**src/sv/cda_pkg.sv**
```systemverilog
package cda_pkg;

    // Width of the loan length register and of the day count field.
    localparam int unsigned LOAN_W = 10;

    // Default limit on the number of days added per transaction.
    localparam int unsigned MAX_DAYS_DEF = 1023;

    // Loan length after reset.
    localparam logic [LOAN_W-1:0] LOAN_RESET = 10'd28;

    // Month codes.
    localparam logic [3:0] MONTH_JAN = 4'd1;
    localparam logic [3:0] MONTH_FEB = 4'd2;
    localparam logic [3:0] MONTH_APR = 4'd4;
    localparam logic [3:0] MONTH_JUN = 4'd6;
    localparam logic [3:0] MONTH_SEP = 4'd9;
    localparam logic [3:0] MONTH_NOV = 4'd11;
    localparam logic [3:0] MONTH_DEC = 4'd12;

    // Year / 25 by reciprocal: floor(y * 83887 / 2^21) is exact for 16-bit y.
    localparam logic [16:0] DIV25_MUL   = 17'd83887;
    localparam int unsigned DIV25_SHIFT = 21;
    localparam int unsigned QUOT_W      = 12;
    localparam logic [4:0]  MOD25_LAST  = 5'd24;

    // Input transaction payload.
    typedef struct packed {
        logic [4:0]        start_day;
        logic [3:0]        start_month;
        logic [15:0]       start_year;
        logic [LOAN_W-1:0] day_count;
        logic              use_loan;
    } t_in_item;

    // Result transaction payload.
    typedef struct packed {
        logic [4:0]  result_day;
        logic [3:0]  result_month;
        logic [15:0] result_year;
        logic        result_leap;
    } t_out_item;

    // Configuration write payload.
    typedef logic [LOAN_W-1:0] t_loan_len;

    // Commands from the controller to the datapath.
    typedef struct packed {
        logic in_ready;
        logic div;
        logic modulo;
        logic norm;
        logic step;
        logic emit;
    } t_cda_cmd;

    // Status from the datapath to the controller.
    typedef struct packed {
        logic in_valid;
        logic carry;
        logic out_free;
    } t_cda_stat;

    // Length of a month given its number and the leap flag of its year.
    function automatic logic [4:0] month_len(input logic [3:0] month, input logic leap);
        logic [4:0] len;
        unique case (month) inside
            MONTH_FEB:                                len = leap ? 5'd29 : 5'd28;
            MONTH_APR, MONTH_JUN, MONTH_SEP, MONTH_NOV: len = 5'd30;
            default:                                  len = 5'd31;
        endcase
        return len;
    endfunction

endpackage

```
**src/sv/cda_chan_if.sv**
```systemverilog
// Valid/ready channel carrying one payload per transaction.
interface cda_chan_if #(
    parameter type t_payload = logic
);
    logic     valid;
    logic     ready;
    t_payload payload;

    modport source (output valid, output payload, input ready);
    modport sink   (input valid, input payload, output ready);
endinterface

```
**src/sv/calendar_date_advance_core.sv**
```systemverilog
// Channel   Direction  Payload                                        Handshake
// i_cfg     in         loan days (10 bits)                            valid/ready
// i_in      in         start_day, start_month, start_year,            valid/ready
//                      day_count, use_loan
// o_out     out        result_day, result_month, result_year,         valid/ready
//                      result_leap
//
// After the input transaction is accepted, the sequencer divides, reduces and
// normalizes, then carries N month boundaries (at most 34 with 1023 days): one
// month is carried per cycle by the single subtract-and-compare in the datapath.
// The result register is loaded once it is free; the next input is taken after that.
// Reset is synchronous and active low; the loan length returns to 28.
// A new transaction is accepted only when the previous one has reached the
// result register; a stalled result holds there while the next one is taken.
// Configuration writes are always accepted.
module calendar_date_advance_core #(
    parameter int unsigned MAX_DAYS = cda_pkg::MAX_DAYS_DEF
) (
    input  logic        i_clk,
    input  logic        i_rst_n,
    cda_chan_if.sink    i_cfg,
    cda_chan_if.sink    i_in,
    cda_chan_if.source  o_out
);
    import cda_pkg::*;

    t_cda_cmd  w_cmd;
    t_cda_stat w_stat;

    // Sequencer.
    cda_ctrl u_ctrl (
        .i_clk   (i_clk),
        .i_rst_n (i_rst_n),
        .i_stat  (w_stat),
        .o_cmd   (w_cmd)
    );

    // Date arithmetic and result register.
    cda_datapath #(
        .MAX_DAYS (MAX_DAYS)
    ) u_datapath (
        .i_clk   (i_clk),
        .i_rst_n (i_rst_n),
        .i_cmd   (w_cmd),
        .o_stat  (w_stat),
        .i_cfg   (i_cfg),
        .i_in    (i_in),
        .o_out   (o_out)
    );

endmodule

```
**src/sv/cda_ctrl.sv**
```systemverilog
// Sequencer for one date advance: load, divide, reduce, normalize, carry, emit.
module cda_ctrl (
    input  logic               i_clk,
    input  logic               i_rst_n,
    input  cda_pkg::t_cda_stat i_stat,
    output cda_pkg::t_cda_cmd  o_cmd
);
    import cda_pkg::*;

    typedef enum logic [5:0] {
        S_IDLE  = 6'b000001,
        S_DIV   = 6'b000010,
        S_MOD   = 6'b000100,
        S_NORM  = 6'b001000,
        S_CARRY = 6'b010000,
        S_DONE  = 6'b100000
    } t_state;

    t_state r_state;
    t_state n_state;

    // Next state and command decode.
    always_comb begin
        n_state = r_state;
        o_cmd   = '0;
        unique case (r_state)
            S_IDLE: begin
                o_cmd.in_ready = 1'b1;
                if (i_stat.in_valid) begin
                    n_state = S_DIV;
                end
            end
            S_DIV: begin
                o_cmd.div = 1'b1;
                n_state   = S_MOD;
            end
            S_MOD: begin
                o_cmd.modulo = 1'b1;
                n_state      = S_NORM;
            end
            S_NORM: begin
                o_cmd.norm = 1'b1;
                n_state    = S_CARRY;
            end
            S_CARRY: begin
                if (i_stat.carry) begin
                    o_cmd.step = 1'b1;
                end else begin
                    n_state = S_DONE;
                end
            end
            S_DONE: begin
                if (i_stat.out_free) begin
                    o_cmd.emit = 1'b1;
                    n_state    = S_IDLE;
                end
            end
            default: begin
                n_state = S_IDLE;
            end
        endcase
    end

    // State register.
    always_ff @(posedge i_clk) begin
        if (!i_rst_n) begin
            r_state <= S_IDLE;
        end else begin
            r_state <= n_state;
        end
    end

endmodule

```
**src/sv/cda_datapath.sv**
```systemverilog
// Date registers, leap tracking, month carry and the result register.
module cda_datapath #(
    parameter int unsigned MAX_DAYS = cda_pkg::MAX_DAYS_DEF
) (
    input  logic               i_clk,
    input  logic               i_rst_n,
    input  cda_pkg::t_cda_cmd  i_cmd,
    output cda_pkg::t_cda_stat o_stat,
    cda_chan_if.sink           i_cfg,
    cda_chan_if.sink           i_in,
    cda_chan_if.source         o_out
);
    import cda_pkg::*;

    localparam int unsigned DAY_W = $clog2(MAX_DAYS + 32);
    localparam int unsigned ADD_W = $clog2(MAX_DAYS + 1);

    t_loan_len         r_loan;
    logic [DAY_W-1:0]  r_day;
    logic [3:0]        r_month;
    logic [15:0]       r_year;
    logic [ADD_W-1:0]  r_add;
    logic [QUOT_W-1:0] r_quot;
    logic [4:0]        r_mod25;
    t_out_item         r_out;
    logic              r_out_valid;

    t_in_item          w_item;
    logic              w_load;
    logic [16:0]       w_raw_add;
    logic [16:0]       w_sat_add;
    logic [32:0]       w_prod;
    logic [15:0]       w_quot25;
    logic              w_leap;
    logic [4:0]        w_len;
    logic [DAY_W-1:0]  w_len_ext;
    logic [DAY_W-1:0]  w_norm_day;

    // Input side.
    assign w_item      = i_in.payload;
    assign w_load      = i_cmd.in_ready && i_in.valid;
    assign i_in.ready  = i_cmd.in_ready;
    assign i_cfg.ready = 1'b1;

    // Day count selection with saturation at the limit.
    assign w_raw_add = w_item.use_loan ? 17'(r_loan) : 17'(w_item.day_count);
    assign w_sat_add = (w_raw_add > 17'(MAX_DAYS)) ? 17'(MAX_DAYS) : w_raw_add;

    // Year divided by 25, then the remainder from the registered quotient.
    assign w_prod   = 33'(r_year) * 33'(DIV25_MUL);
    assign w_quot25 = 16'({r_quot, 4'b0000}) + 16'({r_quot, 3'b000}) + 16'(r_quot);

    // Gregorian rule: divisible by 4, and not by 100 unless by 400.
    assign w_leap = (r_year[1:0] == 2'b00) && ((r_mod25 != 5'd0) || (r_year[3:0] == 4'd0));

    // Length of the current month and the normalized starting day.
    assign w_len      = month_len(r_month, w_leap);
    assign w_len_ext  = DAY_W'(w_len);
    assign w_norm_day = ((r_day > w_len_ext) ? DAY_W'(1) : r_day) + DAY_W'(r_add);

    // Status to the controller.
    assign o_stat.in_valid = i_in.valid;
    assign o_stat.carry    = r_day > w_len_ext;
    assign o_stat.out_free = !r_out_valid || o_out.ready;

    // Loan length register.
    always_ff @(posedge i_clk) begin
        if (!i_rst_n) begin
            r_loan <= LOAN_RESET;
        end else if (i_cfg.valid) begin
            r_loan <= i_cfg.payload;
        end
    end

    // Working date registers.
    always_ff @(posedge i_clk) begin
        if (w_load) begin
            r_day  <= DAY_W'(w_item.start_day);
            r_year <= w_item.start_year;
            r_add  <= ADD_W'(w_sat_add);
            if (w_item.start_month == 4'd0 || w_item.start_month > MONTH_DEC) begin
                r_month <= MONTH_JAN;
            end else begin
                r_month <= w_item.start_month;
            end
        end
        if (i_cmd.div) begin
            r_quot <= w_prod[DIV25_SHIFT +: QUOT_W];
        end
        if (i_cmd.modulo) begin
            r_mod25 <= 5'(r_year - w_quot25);
        end
        if (i_cmd.norm) begin
            r_day <= w_norm_day;
        end
        // Carry one whole month; December rolls into the next year.
        if (i_cmd.step) begin
            r_day <= r_day - w_len_ext;
            if (r_month == MONTH_DEC) begin
                r_month <= MONTH_JAN;
                r_year  <= r_year + 16'd1;
                if (r_year == 16'hFFFF || r_mod25 == MOD25_LAST) begin
                    r_mod25 <= 5'd0;
                end else begin
                    r_mod25 <= r_mod25 + 5'd1;
                end
            end else begin
                r_month <= r_month + 4'd1;
            end
        end
    end

    // Result register.
    always_ff @(posedge i_clk) begin
        if (i_cmd.emit) begin
            r_out.result_day   <= r_day[4:0];
            r_out.result_month <= r_month;
            r_out.result_year  <= r_year;
            r_out.result_leap  <= w_leap;
        end
    end

    // Result valid flag.
    always_ff @(posedge i_clk) begin
        if (!i_rst_n) begin
            r_out_valid <= 1'b0;
        end else if (i_cmd.emit) begin
            r_out_valid <= 1'b1;
        end else if (o_out.ready) begin
            r_out_valid <= 1'b0;
        end
    end

    assign o_out.valid   = r_out_valid;
    assign o_out.payload = r_out;

endmodule

```
**src/flat_wrapper.sv**
```systemverilog
// flat-port wrapper written by rule: the top's interface ports become plain ports
module calendar_date_advance_core_flat import cda_pkg::*;
#(
    parameter int unsigned MAX_DAYS = cda_pkg::MAX_DAYS_DEF
)
  (i_clk, i_rst_n, i_cfg_valid, i_cfg_payload, i_cfg_ready, i_in_valid, i_in_payload, i_in_ready, o_out_valid, o_out_payload, o_out_ready);
  cda_chan_if i_cfg_i ();
  cda_chan_if i_in_i ();
  cda_chan_if o_out_i ();
  input  logic i_clk;
  input  logic i_rst_n;
  input wire logic [$bits(i_cfg_i.valid)-1:0] i_cfg_valid;
  input wire logic [$bits(i_cfg_i.payload)-1:0] i_cfg_payload;
  output wire logic [$bits(i_cfg_i.ready)-1:0] i_cfg_ready;
  input wire logic [$bits(i_in_i.valid)-1:0] i_in_valid;
  input wire logic [$bits(i_in_i.payload)-1:0] i_in_payload;
  output wire logic [$bits(i_in_i.ready)-1:0] i_in_ready;
  output wire logic [$bits(o_out_i.valid)-1:0] o_out_valid;
  output wire logic [$bits(o_out_i.payload)-1:0] o_out_payload;
  input wire logic [$bits(o_out_i.ready)-1:0] o_out_ready;
  assign i_cfg_i.valid = i_cfg_valid;
  assign i_cfg_i.payload = i_cfg_payload;
  assign i_cfg_ready = i_cfg_i.ready;
  assign i_in_i.valid = i_in_valid;
  assign i_in_i.payload = i_in_payload;
  assign i_in_ready = i_in_i.ready;
  assign o_out_valid = o_out_i.valid;
  assign o_out_payload = o_out_i.payload;
  assign o_out_i.ready = o_out_ready;
  calendar_date_advance_core #(.MAX_DAYS(MAX_DAYS)) u_core (.i_clk(i_clk), .i_rst_n(i_rst_n), .i_cfg(i_cfg_i), .i_in(i_in_i), .o_out(o_out_i));
endmodule
```
**config.mk**
```make
export PLATFORM = sky130hd
export DESIGN_NAME = calendar_date_advance_core_flat
export DESIGN_NICKNAME = d
export VERILOG_FILES = /design/src/sv/cda_pkg.sv /design/src/sv/cda_chan_if.sv /design/src/sv/calendar_date_advance_core.sv /design/src/sv/cda_ctrl.sv /design/src/sv/cda_datapath.sv /design/src/flat_wrapper.sv
export SDC_FILE = /design/constraint.sdc
export NUM_CORES = 1
export LEC_CHECK = 0
export BUFFER_PORTS_ARGS = -buffer_cell sky130_fd_sc_hd__buf_2
export CORE_ASPECT_RATIO = 1.75
export CORE_UTILIZATION = 40
export DETAILED_ROUTE_END_ITERATION = 10
export PLACE_DENSITY = 0.53
export SLEW_MARGIN = 40
export SYNTH_ARGS = -nofsm -noshare
export SYNTH_HDL_FRONTEND = slang
export SYNTH_HIERARCHICAL = 1
export SYNTH_SLANG_ARGS = --single-unit
```
**constraint.sdc**
```tcl
create_clock -name i_clk -period 8.13 [get_ports i_clk]
set_clock_uncertainty 0.2 [all_clocks]
set_input_delay 1.2195 -clock i_clk [delete_from_list [all_inputs] [get_ports i_clk]]
set_output_delay 1.2195 -clock i_clk [all_outputs]
set_load 0.005 [all_outputs]
```
# ---- Yosys cells after proc, flatten, opt, wreduce, memory -nomap -nowiden
# Index checks and enable logic that the tools add are counted.
dict set report totals {
  input_bits 7
  regBits 63
}
dict set report classes {
  addsub 8
  n_mux 31
  n_mul 1
  reduce_logical 14
  n_lt_le_gt_ge 2
  n_eq_ne 17
}
# operator n
set op_table {}
lappend op_table {{two-way mux 16 bit} 3}
lappend op_table {{two-way mux 11 bit} 4}
lappend op_table {{case mux 6 bit (6 select lines)} 1}
lappend op_table {{multiplier 16 x 17 -> 26 bit (second input constant)} 1}
lappend op_table {{two-way mux 5 bit} 5}
lappend op_table {{two-way mux 6 bit} 3}
lappend op_table {{adder 16 x 1 -> 16 bit (second input constant)} 1}
lappend op_table {{equality test 16 bit (second input constant)} 1}
lappend op_table {{equality test 4 bit (second input constant)} 3}
lappend op_table {{two-way mux 4 bit} 3}
lappend op_table {{adder 11 x 10 -> 11 bit} 1}
lappend op_table {{> comparator 11 x 5 -> 1 bit} 1}
lappend op_table {{two-way mux 1 bit} 11}
lappend op_table {{subtractor 11 x 5 -> 11 bit} 1}
lappend op_table {{adder 5 bit} 2}
lappend op_table {{> comparator 5 x 10 -> 1 bit (second input constant)} 1}
lappend op_table {{equality test 4 x 3 -> 1 bit (second input constant)} 2}
lappend op_table {{equality test 6 x 1 -> 1 bit (second input constant)} 1}
lappend op_table {{equality test 6 x 2 -> 1 bit (second input constant)} 1}
lappend op_table {{equality test 6 x 3 -> 1 bit (second input constant)} 1}
lappend op_table {{equality test 6 x 4 -> 1 bit (second input constant)} 1}
lappend op_table {{equality test 6 x 5 -> 1 bit (second input constant)} 1}
lappend op_table {{equality test 6 bit (second input constant)} 1}
lappend op_table {{!= test 2 bit (second input constant)} 3}
lappend op_table {{16 further kinds} 20}

# ---- Depth between registers and ports, before layout
dict set report depth {
  depth_word 10
  mapped_depth 21
  depth_no_buf 21
}

# ---- By module
# The synthesis kept the hierarchy.
# module cells_each n_inst area_per_inst_um2 seq_area_each_um2
set modules_own_cells {}
lappend modules_own_cells {cda_datapath 717 1 6887.9 1171.1}
lappend modules_own_cells {cda_ctrl 43 1 351.6 120.1}

# ---- Worst setup path after synthesis
# OpenSTA, ideal clock, no wires.
dict set report synth_path {
  path_type {flip-flop to flip-flop}
  startpoint {reg u_core.u_datapath.r_year[4]}
  endpoint {reg u_core.u_datapath.r_quot[1] (data pin)}
  t_required_ns 7.668
  t_arrival_ns 5.129
  stages_incl_launch_ff 18
  n_path_buf 0
  slack_ns 2.539
  period_less_slack_ns 5.591
  cell_sequence {dfxtp_1 > inv_1 > fa_1 > inv_1 > fa_1 > fa_1 > fa_1 > fa_1 > inv_1 > fa_1 > inv_1 > ha_1 > o21ai_0 > nor2_1 > a2111oi_4 > a211oi_2 > o31ai_1 > xnor2_1}
}
dict set report synth_between {
  elab_chain_len 1
}
# element line_no
set synth_rtl {}
lappend synth_rtl {{start, declared} cda_datapath.sv:21} ;# logic [15:0] r_year;
lappend synth_rtl {{start signal, assigned} cda_datapath.sv:79} ;# r_year <= w_item.start_year;
lappend synth_rtl {{start signal, assigned} cda_datapath.sv:101} ;# r_year <= r_year + 16'd1;
lappend synth_rtl {{multiplier 16 x 17 -> 26 bit} cda_datapath.sv:50} ;# assign w_prod = 33'(r_year) * 33'(DIV25_MUL);
lappend synth_rtl {{net u_core.u_datapath.w_prod[22]} cda_datapath.sv:32} ;# logic [32:0] w_prod;
lappend synth_rtl {{end signal, assigned} cda_datapath.sv:88} ;# r_quot <= w_prod[DIV25_SHIFT +: QUOT_W];
lappend synth_rtl {{end, declared} cda_datapath.sv:23} ;# logic [QUOT_W-1:0] r_quot;
# The timed path passes the listed nets, and every way through them passes these cells.
# A chain may end at the register's enable or synchronous reset.

# ---- Worst setup path in the final report
# Ends and elaborated chain as after synthesis.

==> out/results.txt <==
worst-case clock buffer depth: 2
fin crit period: 5910 ps
post-cts hold buffer count: 0
Hold Crit Class: reg2reg
DRT Pass-1 Iters: 5
Port-buffer cells: 9
clk_lat worst skew: 290 ps
Avg Inst Size Synth: 9.53 µm²
Syn Std Cell Area: 0.00724 mm²
adder-cell share of the synthesized area: 47.3%
Total GRT Usage: 20.1%
layout cells sized above 1: 3.51%
Setup Viol. Count Final: 0
die width: 104 µm
placed inst area: 0.00753 mm²
fmax: 0.169 GHz
Synth Area in Simple Gates: 10.4%
largest family of logic cells by synthesized area: adder cells
worst-case hold path end point: u_core/u_datapath/r_loan[3]
aggregate negative setup slack: 0 ps
fin area: 0.00770 mm²
first-pass GRT wire length: 28.9 mm
Initial Util: 41.1%
Synth-to-Final Area Change: 6.43%
Power Total: 0.000611 W
Synth Instances: 760
Post-Synth XOR/XNOR Area: 4.84%
maximum vdd drop: 71.7 µV
Post-synth ARST share: 0%
gpl congestion: 0.880
number of synthesized flops with an enable pin: 23
TritonCTS clock tree: built
floorplan core area: 0.0176 mm²
final slew viol count: 0
sequential area share after synthesis: 17.8%
via count: 5109
Sink Count: 53
leak pwr: 4.00 nW
nets@finish: 992
grt total ovfl: 0
Req. time, crit path: 7970 ps
ant diodes: 0
Yosys warning count: 6
status: finished, final reports clean
largest net degree at the start of global routing: 17
CP endpoint kind: register
critical path fanouts, max: 10
row count: 64
root buf cell: clkbuf_16
RR Startpoint: u_core/u_datapath/r_year[4]
post-route ant nets: 0
Worst Hold Depth: 2
mux contribution to synthesized area: 0.691%
vias in the first global route: 5717
clock transition at the registers of the reported paths: 70 ps
1st-iter DRT viols: 138
register bit count reported by yosys: 53
worst-margin pin slew: 715 ps
initial antenna violation count: 0
H-tree lvl count: 2
FF-to-FF End: u_core/u_datapath/r_quot[1]
Fin. Hold Viols: 0
Mapped Nets: 984
vias per inst: 5.11
Worst Setup Start Kind: register
most area-hungry cell type in the Yosys netlist: fa_1
TritonCTS Buffers: 5
Hold Crit Start: u_core/u_datapath/r_loan[3]
final WL: 17.5 mm
Die ar.: 0.0187 mm²
Layout Utilization: 43.7%
unrepaired setup endpoints after global routing: no
Cell variety after synth: 53
die span in y: 180 µm
PwrDens: 79.3 mW/mm²
post-CTS setup buffers: 0
CP arrival: 5750 ps
flop2flop setup slack: 2220 ps
Synth area leaders: fa_1, ha_1, inv_1, edfxtp_1, dfxtp_1
area fraction of the dominant cell type after synthesis: 26.0%
Synth Flop Type: dfxtp_1
io pins: 11
CTS resizes: 0
total of max-cap violations: 0
worst reg2reg path depth: 17
Compound-Gate Fraction of Synth Area: 7.95%
Avg WL per Cell: 17.5 µm
Remaining DRCs: 0
crit path kind: reg2reg
dpl hpwl: 15.5 mm
Hold WS: 291 ps
Relative slew margins: 52.0%
fin crit share: 72.7%
-- registers in the layout (all words and copies together), names as in the netlist --
name	flops
u_core/u_datapath/r_year	16
u_core/u_datapath/r_day	11
u_core/u_ctrl/r_state	6
u_core/u_datapath/r_mod25	5
u_core/u_datapath/r_quot	5
u_core/u_datapath/r_month	4
u_core/u_datapath/r_add	2
u_core/u_datapath/r_loan	2
u_core/u_datapath/o_out.payload	1
u_core/u_datapath/o_out.valid	1
-- power breakdown --
group	switching, W	total (W)	internal, W
Combinational	0.0000361	0.0000606	0.0000245
Clock	0.000101	0.000247	0.000146
Sequential	0.0000135	0.000303	0.000290
Total	0.000150	0.000611	0.000461
-- logic make-up (layout without fill, tap and decap cells) --
logic type | Yosys count | count (layout)
and+or+nand+nor | 149 | 149
other | 1 | 1
adders and majority gates | 217 | 217
DFF | 53 | 53
buffers and inverters | 206 | 215
AOI/OAI and AO/OA | 89 | 89
xor gates and xnor gates | 40 | 40
muxes | 5 | 5
-- Yosys cell counts (all sizes together), types with 8 or more instances --
cell    instances
a21oi          16
dfxtp          30
edfxtp         23
fa             94
ha            123
inv           197
nand2          32
nand3          22
nand4           8
nor2           36
o21ai          34
o22ai          10
xnor2          28
xor2           12
-- worst max-delay path: stages (launching register included) --
cell and delay [ps]:
dfxtp_1 530, inv_1 160, fa_1 560, inv_1 100
fa_1 500, fa_1 540, fa_1 450, fa_1 540
inv_1 50, fa_1 530, inv_1 40, ha_1 290
o21ai_0 160, nor2_1 90, a2111oi_4 360, a211oi_2 150
o31ai_1 310, xnor2_1 100
-- placed cells by master, fill, tap and decap left out, types with 4 or more instances in the layout --
cell type	netlist	final
a21o_1	5	5
a21oi_1	16	16
and2_1	6	6
and3_1	5	5
buf_2	0	9
clkbuf_16	0	5
dfxtp_1	30	30
edfxtp_1	23	23
fa_1	94	94
ha_1	123	123
inv_1	197	197
mux2i_1	5	5
nand2_1	32	32
nand2b_1	6	6
nand3_1	22	22
nand4_1	8	8
nor2_1	36	36
nor2b_1	4	4
nor3_1	7	6
nor4_1	5	5
o21ai_0	33	33
o22ai_1	10	10
o31ai_1	4	4
xnor2_1	28	28
xor2_1	12	12
-- layer usage --
metal  part of all wire (%)  global-route usage (%)  up-vias
li1                       -                       -     2448
met5                      0                       0        -
met4                    5.4                    10.1        0
met1                     34                    19.0     2513
met2                     59                    42.0      105
met3                    1.6                    1.31       43
-- stage by stage --
stage	cells	setup slack [ps]
after global routing	1000	1900
after detailed placement	992	2200
after CTS	1000	2160
final	1000	2220
after floorplan	760	2540
after global placement	992	2250
-- cell type report --
cell class / count / area [µm²]
Tap cell: 231 / 289
Clock buffer: 6 / 129
Sequential cell: 53 / 1290
Inverter: 197 / 739
Timing Repair Buffer: 10 / 52.6
Multi-Input combinational cell: 501 / 5160
Clock inverter: 2 / 38.8
Fill cell: 1761 / 9910
-- how the worst max path moves through the flow --
stage                                  from                     endpoint  slack [ps]
2_1_floorplan   u_core/u_datapath/r_year[4]  u_core/u_datapath/r_quot[1]        2540
3_3_place_gp    u_core/u_datapath/r_year[4]  u_core/u_datapath/r_quot[1]        2250
3_5_place_dp    u_core/u_datapath/r_year[4]  u_core/u_datapath/r_quot[1]        2200
4_1_cts         u_core/u_datapath/r_year[4]  u_core/u_datapath/r_quot[1]        2160
5_1_grt        u_core/u_datapath/r_year[14]  u_core/u_datapath/r_quot[2]        1900
6_report        u_core/u_datapath/r_year[4]  u_core/u_datapath/r_quot[1]        2220
No activity file was read; power rests on OpenSTA's default activity.
